--- src/design/lhwg_pkg.sv ---
`default_nettype none
package lhwg_pkg;

   localparam int WAVE_LAT = 18;
   localparam int Q_DEPTH  = 4;
   localparam int Q_AW     = 2;
   localparam int CSR_AW   = 3;

   localparam logic [2:0] FN_CONST = 3'd0;
   localparam logic [2:0] FN_RAMP  = 3'd1;
   localparam logic [2:0] FN_TRI   = 3'd2;
   localparam logic [2:0] FN_PULSE = 3'd3;

   localparam logic [CSR_AW-1:0] REG_X_HUE    = 3'd0;
   localparam logic [CSR_AW-1:0] REG_X_SAT    = 3'd1;
   localparam logic [CSR_AW-1:0] REG_X_VAL    = 3'd2;
   localparam logic [CSR_AW-1:0] REG_Y_HUE    = 3'd3;
   localparam logic [CSR_AW-1:0] REG_Y_SAT    = 3'd4;
   localparam logic [CSR_AW-1:0] REG_Y_VAL    = 3'd5;
   localparam logic [CSR_AW-1:0] REG_FALLBACK = 3'd6;
   localparam logic [CSR_AW-1:0] REG_ENTRY    = 3'd7;

   typedef struct packed {
      logic [26:0] x_hue;
      logic [26:0] x_sat;
      logic [26:0] x_val;
      logic [26:0] y_hue;
      logic [26:0] y_sat;
      logic [26:0] y_val;
      logic [7:0]  fallback;
      logic [31:0] entry_time;
   } cfg_type;

   typedef struct packed {
      logic [7:0]  head_hue;
      logic [7:0]  head_sat;
      logic [7:0]  head_val;
      logic [31:0] pixel_mask;
      logic        use_mask;
      logic [7:0]  rep_hue;
      logic [7:0]  rep_sat;
      logic [7:0]  rep_val;
   } frame_type;

   typedef struct packed {
      logic [7:0]  rem;
      logic [15:0] qn;
      logic [7:0]  dvs;
      logic        neg;
      logic        lowm;
   } div_type;

   // one restoring division step: remainder, shifted dividend/quotient
   function automatic logic [23:0] div_step(input logic [7:0] rem, input logic [15:0] qn,
                                            input logic [7:0] dvs);
      logic [8:0] r2;
      logic [8:0] d;
      logic       ge;
      r2 = {rem, qn[15]};
      ge = (r2 >= {1'b0, dvs});
      d  = ge ? (r2 - {1'b0, dvs}) : r2;
      return {d[7:0], qn[14:0], ge};
   endfunction

endpackage
`default_nettype wire

--- src/design/lhwg_wave.sv ---
`default_nettype none
module lhwg_wave
   import lhwg_pkg::*;
(
   input  wire logic        clock,
   input  wire logic        ce,
   input  wire logic [26:0] wave,
   input  wire logic [7:0]  fallback,
   input  wire logic [15:0] t_in,
   output logic      [7:0]  result
);
   logic [2:0] func;
   logic [7:0] r, l, p, h;
   assign func = wave[26:24];
   assign r    = wave[23:16];
   assign l    = wave[15:8];
   assign p    = wave[7:0];
   assign h    = {1'b0, r[7:1]};

   // t mod r, two bits per stage
   logic [7:0]  mod_rem_ff [8];
   logic [15:0] mod_qn_ff  [8];
   logic [7:0]  mod_rem_in [8];
   logic [15:0] mod_qn_in  [8];

   for (genvar k = 0; k < 8; k++) begin : g_mod
      logic [23:0] s1, s2;
      always_comb begin
         if (k == 0) s1 = div_step(8'd0, t_in, r);
         else        s1 = div_step(mod_rem_ff[(k == 0) ? 0 : k - 1],
                                   mod_qn_ff[(k == 0) ? 0 : k - 1], r);
         s2 = div_step(s1[23:16], s1[15:0], r);
         mod_rem_in[k] = s2[23:16];
         mod_qn_in[k]  = s2[15:0];
      end
      always_ff @(posedge clock) begin
         if (ce) begin
            mod_rem_ff[k] <= mod_rem_in[k];
            mod_qn_ff[k]  <= mod_qn_in[k];
         end
      end
   end

   // numerator and divisor per function
   div_type num_in, num_ff;
   always_comb begin
      logic [7:0] m, diff, dst, dd;
      m    = mod_rem_ff[7];
      diff = (p >= l) ? (p - l) : (l - p);
      dst  = (m >= h) ? (m - h) : (h - m);
      dd   = p - l;
      num_in      = '0;
      num_in.lowm = (m < p);
      unique case (func)
         FN_RAMP: begin
            num_in.qn  = m * diff;
            num_in.dvs = r;
            num_in.neg = (p < l);
         end
         FN_TRI: begin
            num_in.qn  = dst * dd;
            num_in.dvs = h;
         end
         FN_PULSE: begin
            num_in.qn  = {5'd0, 8'(m - p), 3'd0};
            num_in.dvs = r;
         end
         default: begin
            num_in.qn  = '0;
            num_in.dvs = r;
         end
      endcase
   end
   always_ff @(posedge clock) begin
      if (ce) num_ff <= num_in;
   end

   // quotient, two bits per stage
   div_type div_ff [8];
   div_type div_in [8];
   for (genvar k = 0; k < 8; k++) begin : g_div
      always_comb begin
         div_type     src;
         logic [23:0] s1, s2;
         src = (k == 0) ? num_ff : div_ff[(k == 0) ? 0 : k - 1];
         s1 = div_step(src.rem, src.qn, src.dvs);
         s2 = div_step(s1[23:16], s1[15:0], src.dvs);
         div_in[k]     = src;
         div_in[k].rem = s2[23:16];
         div_in[k].qn  = s2[15:0];
      end
      always_ff @(posedge clock) begin
         if (ce) div_ff[k] <= div_in[k];
      end
   end

   logic [7:0] res_in, res_ff;
   always_comb begin
      logic [15:0] q;
      logic [16:0] o;
      q = div_ff[7].qn;
      o = {9'd0, l} + {1'b0, q};
      unique case (func)
         FN_CONST: res_in = p;
         FN_RAMP: begin
            if (r == 8'd0)         res_in = fallback;
            else if (div_ff[7].neg) res_in = l - q[7:0];
            else                    res_in = l + q[7:0];
         end
         FN_TRI: begin
            if (h == 8'd0)        res_in = fallback;
            else if (o > 17'd255) res_in = 8'hff;
            else                  res_in = o[7:0];
         end
         FN_PULSE: begin
            if (r == 8'd0)          res_in = fallback;
            else if (div_ff[7].lowm) res_in = 8'hff;
            else if (q >= 16'd8)    res_in = 8'd0;
            else                    res_in = 8'hff >> q[2:0];
         end
         default: res_in = fallback;
      endcase
   end
   always_ff @(posedge clock) begin
      if (ce) res_ff <= res_in;
   end
   assign result = res_ff;
endmodule
`default_nettype wire

--- src/design/lhwg_front.sv ---
`default_nettype none
module lhwg_front
   import lhwg_pkg::*;
(
   input  wire logic          clock,
   input  wire logic          reset,
   input  wire cfg_type       cfg,
   input  wire logic          in_valid,
   output logic               in_ready,
   input  wire logic [31:0]   now_ms,
   input  wire logic [31:0]   last_low_ms,
   input  wire logic          restart,
   input  wire logic [31:0]   pixel_mask,
   input  wire logic          use_mask,
   input  wire logic [23:0]   replace_color,
   input  wire logic [Q_AW:0] q_count,
   output logic               push,
   output frame_type          push_data
);
   logic        accept;
   logic [15:0] t_idx;
   logic [7:0]  hh, hs, hv;

   // credits: frames in flight plus queued never exceed the queue depth
   logic [Q_AW:0]   infl_ff, infl_in;
   logic [Q_AW+1:0] used;
   assign used     = {1'b0, infl_ff} + {1'b0, q_count};
   assign in_ready = (used < (Q_AW+2)'(Q_DEPTH));
   assign accept   = in_valid && in_ready;

   assign t_idx = restart ? (now_ms[15:0] - last_low_ms[15:0])
                          : (now_ms[15:0] - cfg.entry_time[15:0]);

   lhwg_wave u_hue (.clock, .ce(1'b1), .wave(cfg.x_hue), .fallback(cfg.fallback),
                    .t_in(t_idx), .result(hh));
   lhwg_wave u_sat (.clock, .ce(1'b1), .wave(cfg.x_sat), .fallback(cfg.fallback),
                    .t_in(t_idx), .result(hs));
   lhwg_wave u_val (.clock, .ce(1'b1), .wave(cfg.x_val), .fallback(cfg.fallback),
                    .t_in(t_idx), .result(hv));

   logic      vld_ff  [WAVE_LAT];
   frame_type side_ff [WAVE_LAT];

   always_ff @(posedge clock) begin
      if (reset) begin
         for (int k = 0; k < WAVE_LAT; k++) vld_ff[k] <= 1'b0;
         infl_ff <= '0;
      end else begin
         vld_ff[0] <= accept;
         for (int k = 1; k < WAVE_LAT; k++) vld_ff[k] <= vld_ff[k-1];
         infl_ff <= infl_in;
      end
   end
   assign infl_in = infl_ff + (Q_AW+1)'(accept) - (Q_AW+1)'(vld_ff[WAVE_LAT-1]);

   always_ff @(posedge clock) begin
      side_ff[0].head_hue   <= '0;
      side_ff[0].head_sat   <= '0;
      side_ff[0].head_val   <= '0;
      side_ff[0].pixel_mask <= pixel_mask;
      side_ff[0].use_mask   <= use_mask;
      side_ff[0].rep_hue    <= replace_color[7:0];
      side_ff[0].rep_sat    <= replace_color[15:8];
      side_ff[0].rep_val    <= replace_color[23:16];
      for (int k = 1; k < WAVE_LAT; k++) side_ff[k] <= side_ff[k-1];
   end

   always_comb begin
      push_data          = side_ff[WAVE_LAT-1];
      push_data.head_hue = hh;
      push_data.head_sat = hs;
      push_data.head_val = hv;
   end
   assign push = vld_ff[WAVE_LAT-1];
endmodule
`default_nettype wire

--- config.mk ---
export PLATFORM = sky130hd
export DESIGN_NAME = lhwg_front
export DESIGN_NICKNAME = d
export VERILOG_FILES = /design/src/design/lhwg_pkg.sv /design/src/design/lhwg_wave.sv /design/src/design/lhwg_front.sv
export SDC_FILE = /design/constraint.sdc
export NUM_CORES = 2
export LEC_CHECK = 0
export ABC_AREA = 1
export BUFFER_PORTS_ARGS = -buffer_cell sky130_fd_sc_hd__buf_2
export CAP_MARGIN = 15
export CORE_ASPECT_RATIO = 0.75
export CORE_MARGIN = 2
export CORE_UTILIZATION = 40
export DETAILED_ROUTE_END_ITERATION = 7
export GPL_ROUTABILITY_DRIVEN = 0
export HOLD_SLACK_MARGIN = 0.06
export PLACE_DENSITY_LB_ADDON = 0.15
export SETUP_SLACK_MARGIN = 0.15
export SLEW_MARGIN = 20
export SYNTH_ARGS = -nofsm -noshare
export SYNTH_HDL_FRONTEND = slang
export SYNTH_SLANG_ARGS = --single-unit
--- constraint.sdc ---
create_clock -name clock -period 7.3 [get_ports clock]
set_input_delay 0.365 -clock clock [delete_from_list [all_inputs] [get_ports clock]]
set_output_delay 0.365 -clock clock [all_outputs]
set_load 0.01 [all_outputs]
Yosys cells after proc, flatten, opt, wreduce, memory -nomap -nowiden
Memories as Yosys holds them, arrays and structs flattened.
Cells that the tools add are included.
{ "word_totals": {"ff_bits": 105, "ram_bits": 2868, "input_bits": 330, "output_inout_bits": 83, "wordCells": 464, "memories": 11} }
{ "mem_list": {"columns": ["name", "words", "word_bits", "rd", "rd_clocked_by_memory_dff", "wr", "line_no", "source"], "rows": [
  ["side_ff", 18, 81, 18, 0, 18, "lhwg_front.sv:42", "frame_type side_ff [WAVE_LAT];"],
  ["u_hue.div_ff", 8, 34, 8, 0, 8, "lhwg_wave.sv:79", "div_type div_ff [8];"],
  ["u_sat.div_ff", 8, 34, 8, 0, 8, "lhwg_wave.sv:79", null],
  ["u_val.div_ff", 8, 34, 8, 0, 8, "lhwg_wave.sv:79", null],
  ["u_hue.mod_qn_ff", 8, 16, 7, 0, 8, "lhwg_wave.sv:22", "logic [15:0] mod_qn_ff [8];"],
  ["u_sat.mod_qn_ff", 8, 16, 7, 0, 8, "lhwg_wave.sv:22", null],
  ["5 more memories", null, null, null, null, null, null, null]
]} }
{ "op_classes": {"add_sub_neg": 125, "multipliers": 6, "order_cmp": 115, "eq_ne": 9, "shift": 3, "mux": 151, "bitwise": 18, "reduce_logical": 10} }
{ "op_table": {"columns": ["cell", "count"], "rows": [
  ["$mux 8", 123],
  ["$sub 8x8->8", 102],
  ["$ge 9x8->1", 90],
  ["$pmux 24 s3", 3],
  ["$mul 8x8->16", 6],
  ["$pmux 8 s4", 3],
  ["$add 8x16->17", 3],
  ["$gt 17x8->1 const B", 3],
  ["$ge 1x8->1", 6],
  ["$ge 16x4->1 const B", 3],
  ["$logic_not 8->1", 6],
  ["$lt 8x8->1", 6],
  ["$sub 1x8->8", 6],
  ["$sub 16x16->16", 2],
  ["$add 8x8->8", 3],
  ["$ge 8x7->1", 3],
  ["$ge 8x8->1", 3],
  ["$shr 8x3->8 const A", 3],
  ["$sub 7x8->8", 3],
  ["$sub 8x7->8", 3],
  ["$mux 1", 21],
  ["$eq 3x2->1 const B", 6],
  ["$or 1x1->1", 18],
  ["$mux 16", 1],
  ["7 further kinds", 11]
]} }

Depth between registers and ports, before layout
{ "logic_depth": {"ltp_word": 6, "ltp_mapped": 32, "mapped_depth_nobuf": 32} }

Hierarchy
Synthesis repeated with hierarchy kept, for this count alone.
{ "unflattened": {"hier_cells": 12196, "hier_area_um2": 119832.4} }
{ "by_module_without_submodules": {"columns": ["module", "n_inst", "cells_each", "area_per_inst_um2", "seq_area_each_um2"], "rows": [
  ["lhwg_wave at u_hue", 1, 3668, 32706.4, 12311.8],
  ["lhwg_wave at u_val", 1, 3602, 32409.8, 12311.8],
  ["lhwg_wave at u_sat", 1, 3619, 32334.8, 12311.8],
  ["lhwg_front", 1, 1307, 22381.5, 20960.1]
]} }

Worst setup path after synthesis
OpenSTA, ideal clock, no wires.
{ "synth_timing": {"path_kind": "input-to-reg", "from": "input cfg[165] (netlist name)", "to": "register u_sat.num_ff, in the netlist u_sat.div_in[262]", "setup_ps": 131, "arrival_ps": 5787, "required_time_ps": 7169, "slack_ps": 1382, "path_stages": 22, "cell_sequence": "inv_1 -> ha_1 -> clkbuf_1 -> nand4_1 -> nand3_2 -> mux2i_2 -> or2_2 -> fa_1 -> fa_1 -> inv_1 -> fa_1 -> inv_1 -> fa_1 -> inv_1 -> ha_1 -> inv_1 -> nor3_1 -> a21o_1 -> a31oi_1 -> or2_2 -> nand3_1 -> o21ai_0"} }
{ "synth_rtl": {"columns": ["element", "line_no", "source"], "rows": [
  ["start, declared", "lhwg_front.sv:7", "input wire cfg_type cfg,"],
  ["end signal, assigned", "lhwg_wave.sv:75", "if (ce) num_ff <= num_in;"],
  ["end, declared", "lhwg_wave.sv:45", "div_type num_in, num_ff;"]
]} }

==> qor.csv <==
stage;metric;value;unit
floorplanning;floorplan_core_area;260000;sq um
worst_setup_path;path_class;reg -> reg;
yosys;synth_cells;11900;
yosys;synth.cells.most_frequent;2165 x dfxtp_1, 2054 x nand2_1, 1617 x inv_1, 1135 x ha_1, 837 x a21oi_1;
yosys;ys_seq_elements;2165;
yosys;synth_cell_types;81;
job;drv.max_cap_violation_count;0;
detailed_routing;vias;79100;
timing;setup_viol;0;
floorplanning;design.portCount;413;
yosys;syn_area_per_cell;8.79;sq um
clock_tree;cts_inserted_buffers;216;
yosys;post-synth-top-area-fraction;41.4;%
yosys;dominant_combinational_cell_family_by_area_after_synthesis;adder cells;
floorplanning;row_count;162;
outcome;run_status;finished, final reports clean;
timing;worst_slew_pin_slew;0.903;ns
timing;maxSlewHeadroom;39.3;%
worst_setup_path;launch_instance_of_the_worst_register_to_register_path;u_hue.mod_rem_ff[1][24]$_DFF_P_;
placed_design;dpl_worst_slack;0.582;ns
timing;hold_viol_final;0;
yosys;dominantRegCellSynth;dfxtp_1;
yosys;adder_cell_fraction_of_synth_area;19.8;%
detailed_routing;detail-route-antenna-nets;0;
timing;fin_ws;0.671;ns
yosys;seq_area_frac_synth;41.4;%
grt;antenna_found_initial;26;
floorplanning;die_area;266000;sq um
clock_tree;clk_latency;0.95;ns
yosys;synth_async_sr_flop_share;0;%
timing;timing.final.crit_share;90.8;%
timing;final.setup_skew;0.0888;ns
yosys;netlist.top_cell.by_area;dfxtp_1;
floorplanning;dieHeight;447;microns
worst_setup_path;crit_top_cell;fa_1;
grt;grt_pass1_wl;401000;microns
worst_setup_path;timing.reg2reg.setup_slack;0.67;ns
worst_setup_path;worst-endpoint-arrival;7.34;ns
yosys;syn-cell-area;105000;sq um
yosys;synthTopCellsByArea;dfxtp_1 41%, ha_1 14%, nand2_1 7.4%, fa_1 6.2%, inv_1 5.8%;
floorplanning;die_width;595;microns
floorplanning;initial_utilization;40.2;%
detailed_routing;routed_via_density;4.90;
worst_hold_path;holdCritStartpoint;cfg[9];
clock_tree;cts.path.max_buffers;4;
worst_setup_path;regToRegEndpoint;u_hue.div_in[262]$_DFF_P_;
timing;setup_repair_after_global_routing_missed_its_margin;false;
yosys;synth_simple_gate_area_share;16.0;%
grt;track_usage;18.6;%
placed_design;port-buffer-count;283;
clock_tree;cts.sinks;2165;
timing;final_max_slew_viol_count;0;
finish;fillers;24900;
detailed_routing;average_detailed_routed_wire_length_per_instance;15.7;microns
placed_design;detailed_place_hpwl;198000;microns
detailed_routing;drt-total-wl;253000;microns
detailed_routing;drt_drc_violations_left;0;
yosys;synth-xor-area-share;4.87;%
detailed_routing;drt-initial-drc-count;5492;
yosys;yosys-mux-area-fraction;0.244;%
clock_tree;postCtsResizedCells;0;
clock_tree;cts_tree;built;
finish;ff_latch_area;43300;sq um
clock_tree;clockRootBuffer;clkbuf_16;
timing;setup_tns;0;ns
finish;final_net_count;14300;
worst_setup_path;cp_max_stage_cell;fa_1;
timing;post-route-min-period;6.63;ns
grt;first_global_vias;75700;
worst_setup_path;worst-endpoint-required;8.01;ns
yosys;complex_gate_fraction_of_the_synthesized_area;10.9;%
grt;maximum_number_of_pins_on_one_net_before_global_route_repair;26;
grt;overflow;0;
worst_hold_path;whs_endpoint;u_val.mod_qn_ff[0][11]$_DFF_P_;
worst_setup_path;cp_max_fo;9;
finish;area_growth;14.0;%
worst_setup_path;critical_path.startpoint_type;register;
clock_tree;clk_pin_slew;0.06;ns
worst_setup_path;path_depth_of_the_worst_reg2reg_path;24;
finish;multi_input_area;54200;sq um
worst_hold_path;hold_class;in -> reg;
worst_setup_path;max_stage_delay_on_crit_path;0.61;ns
yosys;synth.yosys.warnings;0;
worst_setup_path;cp-end-kind;register;
yosys;postSynthNetCount;13700;
timing;clock.fmax;151;MHz
yosys;synthMostInstantiatedCell;dfxtp_1;
detailed_routing;drt_pass1_iterations;6;
worst_setup_path;timing.critical_path.cells;clkinv_1 > ha_1 > inv_1 > fa_1 > inv_1 > o21ai_0 > nand2_1 > nand3_2 > mux2i_2 > nor2_1 > fa_1 > fa_1 > fa_1 > inv_1 > fa_1 > inv_1 > ha_1 > nand2_1 > o21ai_0 > a21o_1 > a31oi_1 > or2_2 > nand3_1 > o21ai_0;
clock_tree;clock_tree.htree_level_count;4;
yosys;synth_edf_count;0;
worst_hold_path;hold_path_depth;4;
finish;post_route_cells_drive_above_1_share;8.40;%
[worst max-delay path by stage]
stage                                     from                                end  slack, ns  cells after the start
2_1_floorplan                         cfg[165]          u_sat.div_in[262]$_DFF_P_       1.38                     22
3_3_place_gp                          cfg[127]  u_val.g_div[0].$2.src[25]$_DFF_P_       0.58                     29
3_5_place_dp                          cfg[127]  u_val.g_div[0].$2.src[25]$_DFF_P_       0.58                     29
4_1_cts        u_hue.mod_rem_ff[1][24]$_DFF_P_          u_hue.div_in[262]$_DFF_P_       0.72                     24
5_1_grt                               cfg[127]  u_val.g_div[0].$2.src[25]$_DFF_P_       0.25                     30
6_report       u_hue.mod_rem_ff[1][24]$_DFF_P_          u_hue.div_in[262]$_DFF_P_       0.67                     24
[layout by cell type, fill, tap and decap left out, drive strengths merged, types with 9 or more instances in the layout]
cell type and count:
a21o 25, nand4 200, or4 14, clkinvlp 19, mux2i 18, xor2 328, fa 326, o21a 29
dlygate4sd3 192, nor3 97, buf 330, a211oi 37, xnor2 245, o221ai 29, nand2 2095, a31oi 17
clkinv 69, o22ai 10, o311ai 9, clkbuf 277, dfxtp 2165, inv 1685, nand3b 18, nand3 443
diode 9, o21ai 929, o211ai 38, bufinv 25, or2 105, nor2 810, o31ai 14, o21bai 15
nor4 13, ha 1135, a21oi 856
[what timing repair did]
item | in CTS | in global routing
hold buffers | 192 | 0
buffers inserted | 0 | 0
endpoints found under the hold margin | 144 | 0
[sequential cells by signal (all words and copies together), names as in the netlist, 3 cells and up]
signal	cells
infl_ff	3
side_ff	1026
u_hue.div_ff	256
u_hue.div_in	24
u_hue.mod_qn_ff	7
u_hue.mod_rem_ff	64
u_hue.result	8
u_sat.div_ff	256
u_sat.div_in	24
u_sat.mod_rem_ff	64
u_sat.result	8
u_val.div_ff	256
u_val.div_in	24
u_val.mod_qn_ff	49
u_val.mod_rem_ff	64
u_val.result	8
vld_ff	18
[stage by stage]
stage | cell area (sq um) | instances | util, % | hold WS (ns)
after detailed placement | 110000 | 15600 | 42.3 | 0.312
after floorplan | 105000 | 11900 | - | 0.310
after global placement | 110000 | 15600 | 42.3 | 0.309
after CTS | 119000 | 16100 | 45.9 | 0.0608
final | 119000 | 16100 | 45.9 | 0.133
after global routing | 119000 | 16100 | 45.9 | 0.0855
[final cells by class]
class | instances | share of cell area [%]
antenna | 9 | 0.0189
clock buffer | 277 | 4.97
clock inverter | 105 | 1.23
inverter | 1693 | 5.34
multi-input combinational | 7921 | 45.4
sequential | 2165 | 36.3
tap | 3444 | 3.61
timing repair buffer | 522 | 3.09
[worst max-delay path: cells and delay by family, from the launching register on]
family,cells,cell delay [ns]
buffers and inverters,5,0.65
AND/OR/NAND/NOR,6,0.87
flip-flops,1,0.38
adder cells (fa/ha/maj),7,3.21
AO/OA/AOI/OAI,5,0.93
multiplexers,1,0.49
[routing by layer]
metal	global-route usage, %	wire [microns]	share of wire (%)	vias up
li1	-	-	-	40100
met1	27.2	127000	50	36600
met2	27.8	103000	41	2001
met3	3.44	16000	6.3	393
met4	5.31	6360	2.5	16
met5	0	93	0.037	-
[cells by family after synthesis]
logic type / after synthesis
and+or+nand+nor: 3822
DFF: 2165
AOI/OAI and AO/OA: 2041
buffers and inverters: 1809
adders and majority gates: 1461
xor gates and xnor gates: 573
muxes: 24
Power is not shown: default switching activity piles up to over one toggle a cycle in this logic, so the estimate is an artifact.
