==> config.mk <==
export PLATFORM = sky130hd
export DESIGN_NAME = lhwg_queue
export DESIGN_NICKNAME = d
export VERILOG_FILES = /design/src/design/lhwg_pkg.sv /design/src/design/lhwg_queue.sv
export SDC_FILE = /design/constraint.sdc
export NUM_CORES = 1
export LEC_CHECK = 0
export ABC_AREA = 1
export BUFFER_PORTS_ARGS = -buffer_cell sky130_fd_sc_hd__buf_2
export CAP_MARGIN = 10
export CORE_MARGIN = 2
export CORE_UTILIZATION = 35
export CTS_CLUSTER_DIAMETER = 30
export DETAILED_ROUTE_END_ITERATION = 7
export PLACE_DENSITY = 0.64
export SYNTH_ARGS = -nofsm -noshare
export SYNTH_HDL_FRONTEND = slang
export SYNTH_SLANG_ARGS = --single-unit
==> constraint.sdc <==
create_clock -name clock -period 4.6 [get_ports clock]
set_input_delay 0.69 -clock clock [delete_from_list [all_inputs] [get_ports clock]]
set_output_delay 0.69 -clock clock [all_outputs]
set_load 0.01 [all_outputs]
==> src/design/lhwg_pkg.sv <==
`default_nettype none
package lhwg_pkg;

   localparam int WAVE_LAT = 18;
   localparam int Q_DEPTH  = 4;
   localparam int Q_AW     = 2;
   localparam int CSR_AW   = 3;

   localparam logic [2:0] FN_CONST = 3'd0;
   localparam logic [2:0] FN_RAMP  = 3'd1;
   localparam logic [2:0] FN_TRI   = 3'd2;
   localparam logic [2:0] FN_PULSE = 3'd3;

   localparam logic [CSR_AW-1:0] REG_X_HUE    = 3'd0;
   localparam logic [CSR_AW-1:0] REG_X_SAT    = 3'd1;
   localparam logic [CSR_AW-1:0] REG_X_VAL    = 3'd2;
   localparam logic [CSR_AW-1:0] REG_Y_HUE    = 3'd3;
   localparam logic [CSR_AW-1:0] REG_Y_SAT    = 3'd4;
   localparam logic [CSR_AW-1:0] REG_Y_VAL    = 3'd5;
   localparam logic [CSR_AW-1:0] REG_FALLBACK = 3'd6;
   localparam logic [CSR_AW-1:0] REG_ENTRY    = 3'd7;

   typedef struct packed {
      logic [26:0] x_hue;
      logic [26:0] x_sat;
      logic [26:0] x_val;
      logic [26:0] y_hue;
      logic [26:0] y_sat;
      logic [26:0] y_val;
      logic [7:0]  fallback;
      logic [31:0] entry_time;
   } cfg_type;

   typedef struct packed {
      logic [7:0]  head_hue;
      logic [7:0]  head_sat;
      logic [7:0]  head_val;
      logic [31:0] pixel_mask;
      logic        use_mask;
      logic [7:0]  rep_hue;
      logic [7:0]  rep_sat;
      logic [7:0]  rep_val;
   } frame_type;

   typedef struct packed {
      logic [7:0]  rem;
      logic [15:0] qn;
      logic [7:0]  dvs;
      logic        neg;
      logic        lowm;
   } div_type;

   // one restoring division step: remainder, shifted dividend/quotient
   function automatic logic [23:0] div_step(input logic [7:0] rem, input logic [15:0] qn,
                                            input logic [7:0] dvs);
      logic [8:0] r2;
      logic [8:0] d;
      logic       ge;
      r2 = {rem, qn[15]};
      ge = (r2 >= {1'b0, dvs});
      d  = ge ? (r2 - {1'b0, dvs}) : r2;
      return {d[7:0], qn[14:0], ge};
   endfunction

endpackage
`default_nettype wire

==> src/design/lhwg_queue.sv <==
`default_nettype none
module lhwg_queue
   import lhwg_pkg::*;
(
   input  wire logic      clock,
   input  wire logic      reset,
   input  wire logic      push,
   input  wire frame_type push_data,
   input  wire logic      pop,
   output frame_type      head,
   output logic           not_empty,
   output logic [Q_AW:0]  count
);
   frame_type         mem_ff [Q_DEPTH];
   logic [Q_AW-1:0]   wr_ff, rd_ff;
   logic [Q_AW:0]     cnt_ff;

   always_ff @(posedge clock) begin
      if (push) mem_ff[wr_ff] <= push_data;
   end

   always_ff @(posedge clock) begin
      if (reset) begin
         wr_ff  <= '0;
         rd_ff  <= '0;
         cnt_ff <= '0;
      end else begin
         if (push) wr_ff <= wr_ff + 1'b1;
         if (pop)  rd_ff <= rd_ff + 1'b1;
         cnt_ff <= cnt_ff + (Q_AW+1)'(push) - (Q_AW+1)'(pop);
      end
   end

   assign head      = mem_ff[rd_ff];
   assign not_empty = (cnt_ff != '0);
   assign count     = cnt_ff;
endmodule
`default_nettype wire

# Yosys cells after proc, flatten, opt, wreduce, memory -nomap -nowiden
# Memories as Yosys holds them, arrays and structs flattened. A register that Yosys moved wholly into a read port is not among the register bits.
# Index checks and enable logic that the tools add are counted.
[classes] add_sub_neg=4 n_reduce_logical=1 n_mux=4
[op_table] operator="adder 2 x 1 -> 2 bit, second input constant" count=2
[op_table] operator="two-way mux 2 bit" count=2
[op_table] operator="adder 3 x 1 -> 3 bit" count=1
[op_table] operator="nonzero test 3 bit" count=1
[op_table] operator="subtractor 3 x 1 -> 3 bit" count=1
[op_table] operator="two-way mux 1 bit" count=2
[totals] input_bits=85 memories=1 elab_cells=13 register_bits=7 output_inout_bits=85 ram_bits=324
[mem_list] memory="mem_ff" depth=4 word_bits=81 read_ports=1 rd_ports_with_merged_regs=1 write_ports=1 line_no="lhwg_queue.sv:14" source="frame_type mem_ff [Q_DEPTH];"

# Depth between registers and ports, before layout
# Gate-level depths: netlist of run 1.
[logic_depth] depth_word=3 depth_mapped=8 ltp_nobuf=8

# Least setup slack after synthesis of run 1
# No wires, ideal clock.
[synth_path] kind="input to register" startpoint="in push" endpoint="mem mem_ff[0][0] in the netlist's numbering (enable)" stages=2 arrival_time_ns=2.293 path_slack_ns=1.872 setup_ns=0.435 t_required_ns=4.165 path_buffers=0 cell_sequence="nand2_1 > inv_1"
[synth_between] elab_chain_cells=2
[synth_rtl] element="from (decl)" line_no="lhwg_queue.sv:7" source="input wire logic push,"
[synth_rtl] element="two-way mux 1 bit" line_no="lhwg_queue.sv:19" source="if (push) mem_ff[wr_ff] <= push_data;"
[synth_rtl] element="two-way mux 1 bit (not written as such)" line_no="lhwg_queue.sv:19"
[synth_rtl] element="to (decl)" line_no="lhwg_queue.sv:14"
# Every way passes these cells.

==> metrics.cfg, run 1 <==
[timing]
tns_ps=0
hold_violations=0
fin_skew_ps=19.4
setup_viol=0
worst_slew_pin_slew_ps=1090
finalCriticalPeriod_ps=3150
rsz0062_at_grt=no
relSlewSlack_pct=27.3
slew_viol_final=0
clock.fmax_ghz=0.318
min_period_over_period_pct=68.4

[drt]
drc=0
via_per_inst=4.46
via_count=8007
routed_wirelength_mm=27.3
wl_per_cell_um=15.2
ant_nets=0
drtIter0Drc=451
firstDrtPassIters=4

[die]
pin_count=170
num_rows=72
die_h_um=203
die_width_um=203
initial_core_util_pct=35.6
core_um2=38700
dieArea_um2=41000

[setup_path]
arrival_ps=2460
path_class=reg -> out
reg2reg_slack_ps=2330
max_stage_delay_ps=950
endpoint=head[64]
cp-end-kind=primary output
critPathMaxFanout=77
worstReg2RegEnd=mem_ff[0][16]$_DFFE_PP_
r2r_cells=5
cp_common_cell=nand2_1
slowest_stage=dfxtp_4
cp_cell_sequence=buf_4 -> nand2_1 -> o211ai_2 -> nand2_1 -> buf_2
regToRegStartpoint=wr_ff[0]$_SDFFE_PP0P_
startpoint_type=register
crit_required_ps=3910

[finish]
drive_gt1_share_pct=33.5
final_nets=1303
areaGrowthSynthToFinish_pct=27.8
layout_common_cells=324 x edfxtp_1, 174 x inv_1, 169 x buf_2, 162 x nand2_1
fillCellCount=3496
final_common_cell=edfxtp_1

[yosys]
synth_fa_ha_area_share_pct=0.689
synth_top_family_by_area=compound AO/OA/AOI/OAI gates
avgSynthCellArea_um2=13.8
ys_ff_latch=333
synth_xor_area_share_pct=0
synthCells=1000
ys_seq_area_share_pct=71.8
synth_area_um2=13800
synth_compound_area_share_pct=14.1
synth-simple-area-share_pct=4.92
yosysWarnings=0
synthMuxAreaShare_pct=0
ys_types=21
synth.net_count=1092

[status]
status=finished clean

[global_route]
grt_pass1_wl_mm=43.0
grt_max_degree=89
grt_antenna_before_repair=6
grt_pass1_vias=8337
groute.usage.overall_pct=13.4
overflow=0

[power_and_ir_drop]
powerDensity_nw_per_um2=546
leakagePower_nw=6.87
finalPower_mw=9.63
ir_drop_mv=0.261

[cts]
cts_tree=built
cts_hold_buf=0
htreeDepth=3
cts_buffer_depth=3
clk_latency_ps=560
clk_pin_slew_worst_paths_ps=40
clockRootBuffer=clkbuf_16
cts_resized=0
cts_made_buffers=79
numClockSinks=333
post_cts_buffers=0

[placed_design]
io_buffers=169
dp_hpwl_mm=15.6
place.gp.congestion=0.708

[worst_hold_path]
worstHoldPathType=in -> reg

[flow_run]
drv_cap=0

==> report_power, final <==
group | internal [mW] | switching (mW) | total (mW)
clock | 3.76 | 1.67 | 5.43
sequential | 3.48 | 0.0512 | 3.54
combinational | 0.227 | 0.432 | 0.659
total | 7.48 | 2.15 | 9.63
==> sequential cells by signal (all words and copies together), names as in the netlist, named ones only <==
signal	cells
count	3
wr_ff	2
mem_ff	324
rd_ff	2
==> worst min-delay path by stage <==
stage	startpoint	end	cells after the start
floorplan	rd_ff[1]$_SDFFE_PP0P_	register	2
global placement	rd_ff[1]$_SDFFE_PP0P_	register	2
detailed placement	rd_ff[1]$_SDFFE_PP0P_	register	2
CTS	reset	count[0]$_SDFF_PP0_	2
global route	reset	count[0]$_SDFF_PP0_	2
finish	reset	count[0]$_SDFF_PP0_	2
==> worst max-delay path: cells and delay by family (launching register included) <==
family / cells / cell delay [ps]
flops: 1 / 950
buf+inv: 2 / 610
simple gates: 2 / 200
compound gates: 1 / 80
==> layout make-up <==
type                            count  area, um^2  area share [%]
Sequential cell                   333        9920            56.2
Antenna cell                        1        2.50          0.0142
Multi-Input combinational cell    435        2720            15.4
Timing Repair Buffer              184        1010            5.72
Clock inverter                     58         606            3.43
Inverter                          178         678            3.85
Clock buffer                       88        2050            11.6
Tap cell                          518         648            3.67
==> logic make-up after synthesis <==
| family | Yosys count |
|---|---|
| adders and majority gates | 7 |
| and+or+nand+nor | 175 |
| AOI/OAI and AO/OA | 253 |
| DFF | 333 |
| buffers and inverters | 232 |
==> synthesized netlist by cell type <==
| cell type | instances | area (um^2) |
|---|---|---|
| edfxtp_1 | 324 | 9730 |
| inv_1 | 178 | 668 |
| nand2_1 | 162 | 608 |
| o211ai_2 | 81 | 1010 |
| a21oi_1 | 67 | 335 |
| o21ai_0 | 55 | 275 |
| o21ai_1 | 30 | 150 |
| buf_6 | 26 | 293 |
| a21oi_2 | 20 | 175 |
| buf_2 | 14 | 70.1 |
| dfxtp_1 | 9 | 180 |
| nand2_2 | 8 | 50.1 |
| ha_1 | 6 | 75.1 |
| clkbuf_1 | 5 | 18.8 |
| buf_12 | 3 | 60.1 |
| clkbuf_2 | 3 | 15.0 |
| nor2_1 | 3 | 11.3 |
| buf_8 | 2 | 30.0 |
| nand3_1 | 2 | 10.0 |
| buf_4 | 1 | 7.51 |
| fa_1 | 1 | 20.0 |
==> routing by layer <==
metal | vias to the layer above | routed length, um | share of wire (%) | GRT usage (%)
met3 | 51 | 1830 | 6.7 | 4.86
met2 | 183 | 12700 | 46 | 21.3
met1 | 3818 | 12200 | 45 | 16.5
li1 | 3947 | - | - | -
met5 | - | 57 | 0.21 | 0
met4 | 8 | 605 | 2.2 | 6.13
==> per-stage QoR <==
| step | utilization (%) | setup slack [ps] | hold slack (ps) | std cells | area, um^2 |
|---|---|---|---|---|---|
| 6_report | 45.5 | 1450 | 310 | 1795 | 17600 |
| 5_1_grt | 45.5 | 1240 | 299 | 1794 | 17600 |
| 4_1_cts | 45.5 | 1390 | 274 | 1794 | 17600 |
| 3_5_place_dp | 38.7 | 2000 | 449 | 1648 | 15000 |
| 3_3_place_gp | 38.7 | 2030 | 443 | 1648 | 15000 |
| 2_1_floorplan | - | 1870 | 436 | 1000 | 13800 |
No activity file was read; power rests on OpenSTA's default activity.
==> inputs of run 2 (changes only) <==
- clock period: 4.6 -> 3.19 ns (I/O delays scaled with it)
==> run 2 against run 1 <==
Worst hold slack worse by 200 ps. Critical path depth unchanged. Wire length down 0.78%. Largest cell class unchanged.
==> metrics.cfg, run 2 (synthesis results as in run 1) <==
[die]
die_width_um=203  ; unchanged
pin_count=170  ; unchanged
dieArea_um2=41000  ; unchanged
initial_core_util_pct=35.6  ; unchanged
core_um2=38700  ; unchanged
die_h_um=203  ; unchanged
num_rows=72  ; unchanged

[global_route]
grt_max_degree=52  ; was 89
groute.usage.overall_pct=13.4  ; about the same
grt_pass1_wl_mm=42.9  ; was 43.0 mm
grt_pass1_vias=8313  ; was 8337
grt_antenna_before_repair=0  ; was 6
overflow=0  ; unchanged

[drt]
wl_per_cell_um=15.1  ; was 15.2 um
via_per_inst=4.47  ; was 4.46
topRoutingLayerUsed=met4  ; was met5
ant_nets=0  ; unchanged
firstDrtPassIters=4  ; unchanged
routed_wirelength_mm=27.1  ; was 27.3 mm
via_count=8032  ; was 8007
met3_wirelength_mm=1.66  ; was 1.83 mm
wl_met1_mm=11.8  ; was 12.2 mm
drc=0  ; unchanged
wl_met2_mm=13.0  ; was 12.7 mm
drtIter0Drc=395  ; was 451

[setup_path]
cp-end-kind=primary output  ; unchanged
arrival_ps=2180  ; was 2460 ps
cp_num_cells=5  ; unchanged
critPathMaxFanout=51  ; was 77
worstReg2RegEnd=mem_ff[2][44]$_DFFE_PP_  ; was mem_ff[0][16]$_DFFE_PP_
path_class=reg -> out  ; unchanged
regToRegStartpoint=wr_ff[0]$_SDFFE_PP0P_  ; unchanged
slowest_stage=dfxtp_4  ; unchanged
crit_required_ps=2710  ; was 3910 ps
startpoint_type=register  ; unchanged
cp_cell_sequence=buf_12 -> a21oi_2 -> o21ai_1 -> nand2_1 -> buf_2  ; was buf_4 -> nand2_1 -> o211ai_2 -> nand2_1 -> buf_2
max_stage_delay_ps=830  ; was 950 ps
r2r_cells=5  ; unchanged
path_buf_inv=2  ; unchanged
reg2reg_slack_ps=1360  ; was 2330 ps
crit_family=flip-flops  ; unchanged

[cts]
clk_latency_ps=570  ; was 560 ps
cts_tree=built  ; unchanged
post_cts_buffers=0  ; unchanged
numClockSinks=333  ; unchanged
clockRootBuffer=clkbuf_16  ; unchanged
clk_pin_slew_worst_paths_ps=40  ; about the same
cts_hold_buf=0  ; unchanged
cts_resized=0  ; unchanged
htreeDepth=3  ; unchanged
cts_made_buffers=72  ; was 79
cts_buffer_depth=3  ; unchanged

[timing]
clock.fmax_ghz=0.377
tns_ps=0  ; unchanged
min_period_over_period_pct=83.2
hold_violations=0  ; unchanged
finalCriticalPeriod_ps=2660
hold-worst-slack_ps=111  ; was 310 ps
fin_skew_ps=16.6  ; was 19.4 ps
slew_viol_final=0  ; unchanged
rsz0062_at_grt=no  ; unchanged
relSlewSlack_pct=49.4  ; was 27.3%
worst_slew_pin_slew_ps=759  ; was 1090 ps
setup_viol=0  ; unchanged

[power_and_ir_drop]
p_comb_share_pct=7.3  ; was 6.8%
p_int_mw=10.4  ; was 7.48 mW
power.sequential.fraction_pct=38.0  ; was 36.7%
ir_drop_mv=0.498  ; was 0.261 mV
clockPowerShare_pct=54.7  ; was 56.4%
powerDensity_nw_per_um2=761  ; was 546 nW/um^2
switching_power_mw=3.05  ; was 2.15 mW
leakagePower_nw=6.89  ; was 6.87 nW
p_sw_share_pct=22.8  ; was 22.4%
finalPower_mw=13.4  ; was 9.63 mW

[finish]
layout_common_cells=324 x edfxtp_1, 174 x inv_1, 169 x buf_2, 162 x nand2_1, 81 x o211ai_2  ; was 324 x edfxtp_1, 174 x inv_1, 169 x buf_2, 162 x nand2_1
areaGrowthSynthToFinish_pct=27.8  ; about the same
drive_gt1_share_pct=33.8  ; was 33.5%
final_nets=1310  ; was 1303
top_register=mem_ff  ; unchanged
final_common_cell=edfxtp_1  ; unchanged
utilization_pct=45.5  ; about the same
largest_reg_flops=324  ; unchanged
finalInstanceArea_um2=17600  ; about the same

[placed_design]
dpl_cell_area_um2=15200  ; was 15000 um^2
place.gp.congestion=0.700  ; was 0.708
io_buffers=169  ; unchanged
dp_hpwl_mm=15.8  ; was 15.6 mm

[worst_hold_path]
min_path_cells=2  ; unchanged
worstHoldPathType=in -> reg  ; unchanged
hp-start=reset  ; unchanged
whs_endpoint=count[1]$_SDFF_PP0_  ; was count[0]$_SDFF_PP0_

[status]
status=finished clean  ; unchanged

[flow_run]
drv_cap=0  ; unchanged

-- run 2: stage by stage --
stage          setup WS [ps]  std cells
2_1_floorplan            598       1000
3_3_place_gp            1070       1662
3_5_place_dp            1060       1662
4_1_cts                  446       1795
5_1_grt                  324       1795
6_report                 535       1796
-- run 2: area by class of cell --
cell class / count / area, um^2
fillers: 3489 / 21100
inverters: 178 / 678
clock inverters: 51 / 573
clock buffers: 82 / 1880
well taps: 518 / 648
multi-input cells: 435 / 2720
flip-flops and latches: 333 / 9920
repair buffers: 198 / 1200
diodes: 1 / 2.50
-- run 2: worst max-delay path by stage --
stage                                from                     end
floorplan           wr_ff[0]$_SDFFE_PP0P_  mem_ff[2][0]$_DFFE_PP_
global placement                 register                 head[3]
detailed placement               register                 head[3]
CTS                              register                head[55]
global route                     register                 head[4]
finish                           register                head[55]
-- run 2: routing by layer --
metal / global-route usage (%) / up-vias
met5: 0 / -
met4: 5.50 / 0
met3: 4.32 / 51
met2: 22.4 / 192
met1: 16.0 / 3830
li1: - / 3959
-- run 2: power groups by stage --
stage | combinational, mW | clock, mW | sequential [mW]
after global placement | 0.972 | 0 | 5.17
after global routing | 1.09 | 7.71 | 5.12
final | 0.976 | 7.33 | 5.10
after floorplan | 0.636 | 0 | 5.15
after CTS | 0.997 | 7.49 | 5.11
after detailed placement | 0.993 | 0 | 5.18
==> inputs of run 3 (changes only) <==
- clock period: 3.19 -> 2.7 ns (I/O delays scaled with it)
==> run 3 against run 2 <==
Final cell count decreased by 0.56%. Highest routed layer is now met5. Critical endpoint is now head[71]. Global-route usage rose by 0.18 points. Non-clock buffer count is 6 lower. Clock power grew 8.7%. Critical path depth unchanged. Largest power group unchanged. Utilization decreased by 0.66 points. Critical path type unchanged. Combinational power is 19% higher. Sequential power is 18% higher. Wire length is 0.65% higher. Clock skew decreased by 1.2 ps.
==> metrics.cfg, run 3 (synthesis results as in run 1) <==
[setup_path]
cp-end-kind=primary output  ; unchanged
regToRegStartpoint=wr_ff[1]$_SDFFE_PP0P_  ; was wr_ff[0]$_SDFFE_PP0P_
critPathMaxFanout=41  ; was 51
path_class=reg -> out  ; unchanged
startpoint_type=register  ; unchanged
arrival_ps=2000  ; was 2180 ps
reg2reg_slack_ps=1000  ; was 1360 ps
worstReg2RegEnd=mem_ff[1][50]$_DFFE_PP_  ; was mem_ff[2][44]$_DFFE_PP_
r2r_cells=5  ; unchanged
crit_required_ps=2300  ; was 2710 ps
endpoint=head[71]  ; was head[55]

[die]
initial_core_util_pct=35.6  ; unchanged
core_um2=38700  ; unchanged
die_h_um=203  ; unchanged
dieArea_um2=41000  ; unchanged
die_width_um=203  ; unchanged
pin_count=170  ; unchanged
num_rows=72  ; unchanged

[finish]
largest_reg_flops=324  ; unchanged
final_nets=1304  ; was 1310
top_register=mem_ff  ; unchanged
fillCellCount=3434  ; was 3489
layout_common_cells=324 x edfxtp_1, 174 x inv_1, 169 x buf_2, 162 x nand2_1, 81 x o211ai_2  ; unchanged
areaGrowthSynthToFinish_pct=25.9  ; was 27.8%
drive_gt1_share_pct=31.9  ; was 33.8%
diodes=0  ; was 1
utilization_pct=44.8  ; was 45.5%
final_common_cell=edfxtp_1  ; unchanged

[timing]
finalCriticalPeriod_ps=2410
hold-worst-slack_ps=49.3  ; was 111 ps
rsz0062_at_grt=no  ; unchanged
tns_ps=0  ; unchanged
fin_skew_ps=15.4  ; was 16.6 ps
clock.fmax_ghz=0.416
hold_violations=0  ; unchanged
relSlewSlack_pct=66.1  ; was 49.4%
worst_slew_pin_slew_ps=508  ; was 759 ps
setup_viol=0  ; unchanged
layout_setup_ws_ps=294  ; was 535 ps
slew_viol_final=0  ; unchanged
min_period_over_period_pct=89.1

[cts]
numClockSinks=333  ; unchanged
cts_buffer_depth=3  ; unchanged
cts_made_buffers=72  ; unchanged
clockRootBuffer=clkbuf_16  ; unchanged
post_cts_buffers=0  ; unchanged
cts_resized=0  ; unchanged
clk_latency_ps=560  ; was 570 ps
htreeDepth=3  ; unchanged
clk_pin_slew_worst_paths_ps=40  ; about the same
cts_tree=built  ; unchanged

[placed_design]
place.gp.congestion=0.699  ; was 0.700
io_buffers=169  ; unchanged
dp_hpwl_mm=16.0  ; was 15.8 mm
pre_cts_ws_ps=844  ; was 1060 ps

[drt]
ant_nets=0  ; unchanged
wl_per_cell_um=15.3  ; was 15.1 um
firstDrtPassIters=4  ; unchanged
routed_wirelength_mm=27.3  ; was 27.1 mm
drc=0  ; unchanged
drtIter0Drc=449  ; was 395
via_per_inst=4.50  ; was 4.47
via_count=8042  ; was 8032

[global_route]
overflow=0  ; unchanged
grt_pass1_vias=8363  ; was 8313
grt_antenna_before_repair=1  ; was 0
groute.usage.overall_pct=13.6  ; was 13.4%
grt_max_degree=89  ; was 52
grt_pass1_wl_mm=43.3  ; was 42.9 mm

[power_and_ir_drop]
leakagePower_nw=6.77  ; was 6.89 nW
powerDensity_nw_per_um2=872  ; was 761 nW/um^2
ir_drop_mv=0.596  ; was 0.498 mV

[flow_run]
drv_cap=0  ; unchanged

[status]
status=finished clean  ; unchanged

[worst_hold_path]
hp-start=push_data[0]  ; was reset
worstHoldPathType=in -> reg  ; unchanged

run 3: critical path, cell delays in order, from the launching register on:
cell,delay (ps)
dfxtp_4,490
buf_4,490
nand2_1,150
o211ai_2,90
nand2_1,70
buf_2,140
run 3: through the flow:
step	std cells	total power, mW	instance area, um^2
2_1_floorplan	1000	6.84	13800
3_3_place_gp	1655	7.25	15100
3_5_place_dp	1655	7.28	15100
4_1_cts	1786	15.4	17400
5_1_grt	1786	15.8	17400
6_report	1786	15.1	17400
run 3: repair_timing:
action / CTS / global route
endpoints found under the setup margin: 0 / 0
hold endpoints to repair: 1 / 0
hold buffers: 1 / 0
run 3: how the worst min path moves through the flow:
| stage | end | slack [ps] | cells past startpoint |
|---|---|---|---|
| floorplan | register | 440 | 2 |
| global placement | rd_ff[0]$_SDFFE_PP0P_ | 470 | 1 |
| detailed placement | rd_ff[0]$_SDFFE_PP0P_ | 480 | 1 |
| CTS | mem_ff[2][0]$_DFFE_PP_ | 10 | 1 |
| global route | mem_ff[2][8]$_DFFE_PP_ | 10 | 1 |
| finish | mem_ff[2][0]$_DFFE_PP_ | 50 | 1 |
run 3: area by class of cell:
type | count | area (um^2) | area share, %
timing repair buffer | 192 | 1150 | 6.60
clock inverter | 42 | 374 | 2.15
multi-input combinational | 435 | 2720 | 15.7
inverter | 178 | 678 | 3.90
sequential | 333 | 9920 | 57.1
tap | 518 | 648 | 3.73
clock buffer | 88 | 1880 | 10.8
run 3: where the power goes:
part | internal [mW] | switching (mW) | total [mW] | leakage [nW]
Clock | 5.39 | 2.59 | 7.97 | 1.11
Combinational | 0.410 | 0.750 | 1.16 | 2.61
Sequential | 5.93 | 0.0795 | 6.01 | 3.05
run 3: per-layer routing:
metal	up-vias	track usage, %	wire [um]
li1	3934	-	-
met1	3885	16.2	11800
met3	44	4.59	1740
met5	-	0	13
met2	177	22.7	13300
met4	2	5.08	439
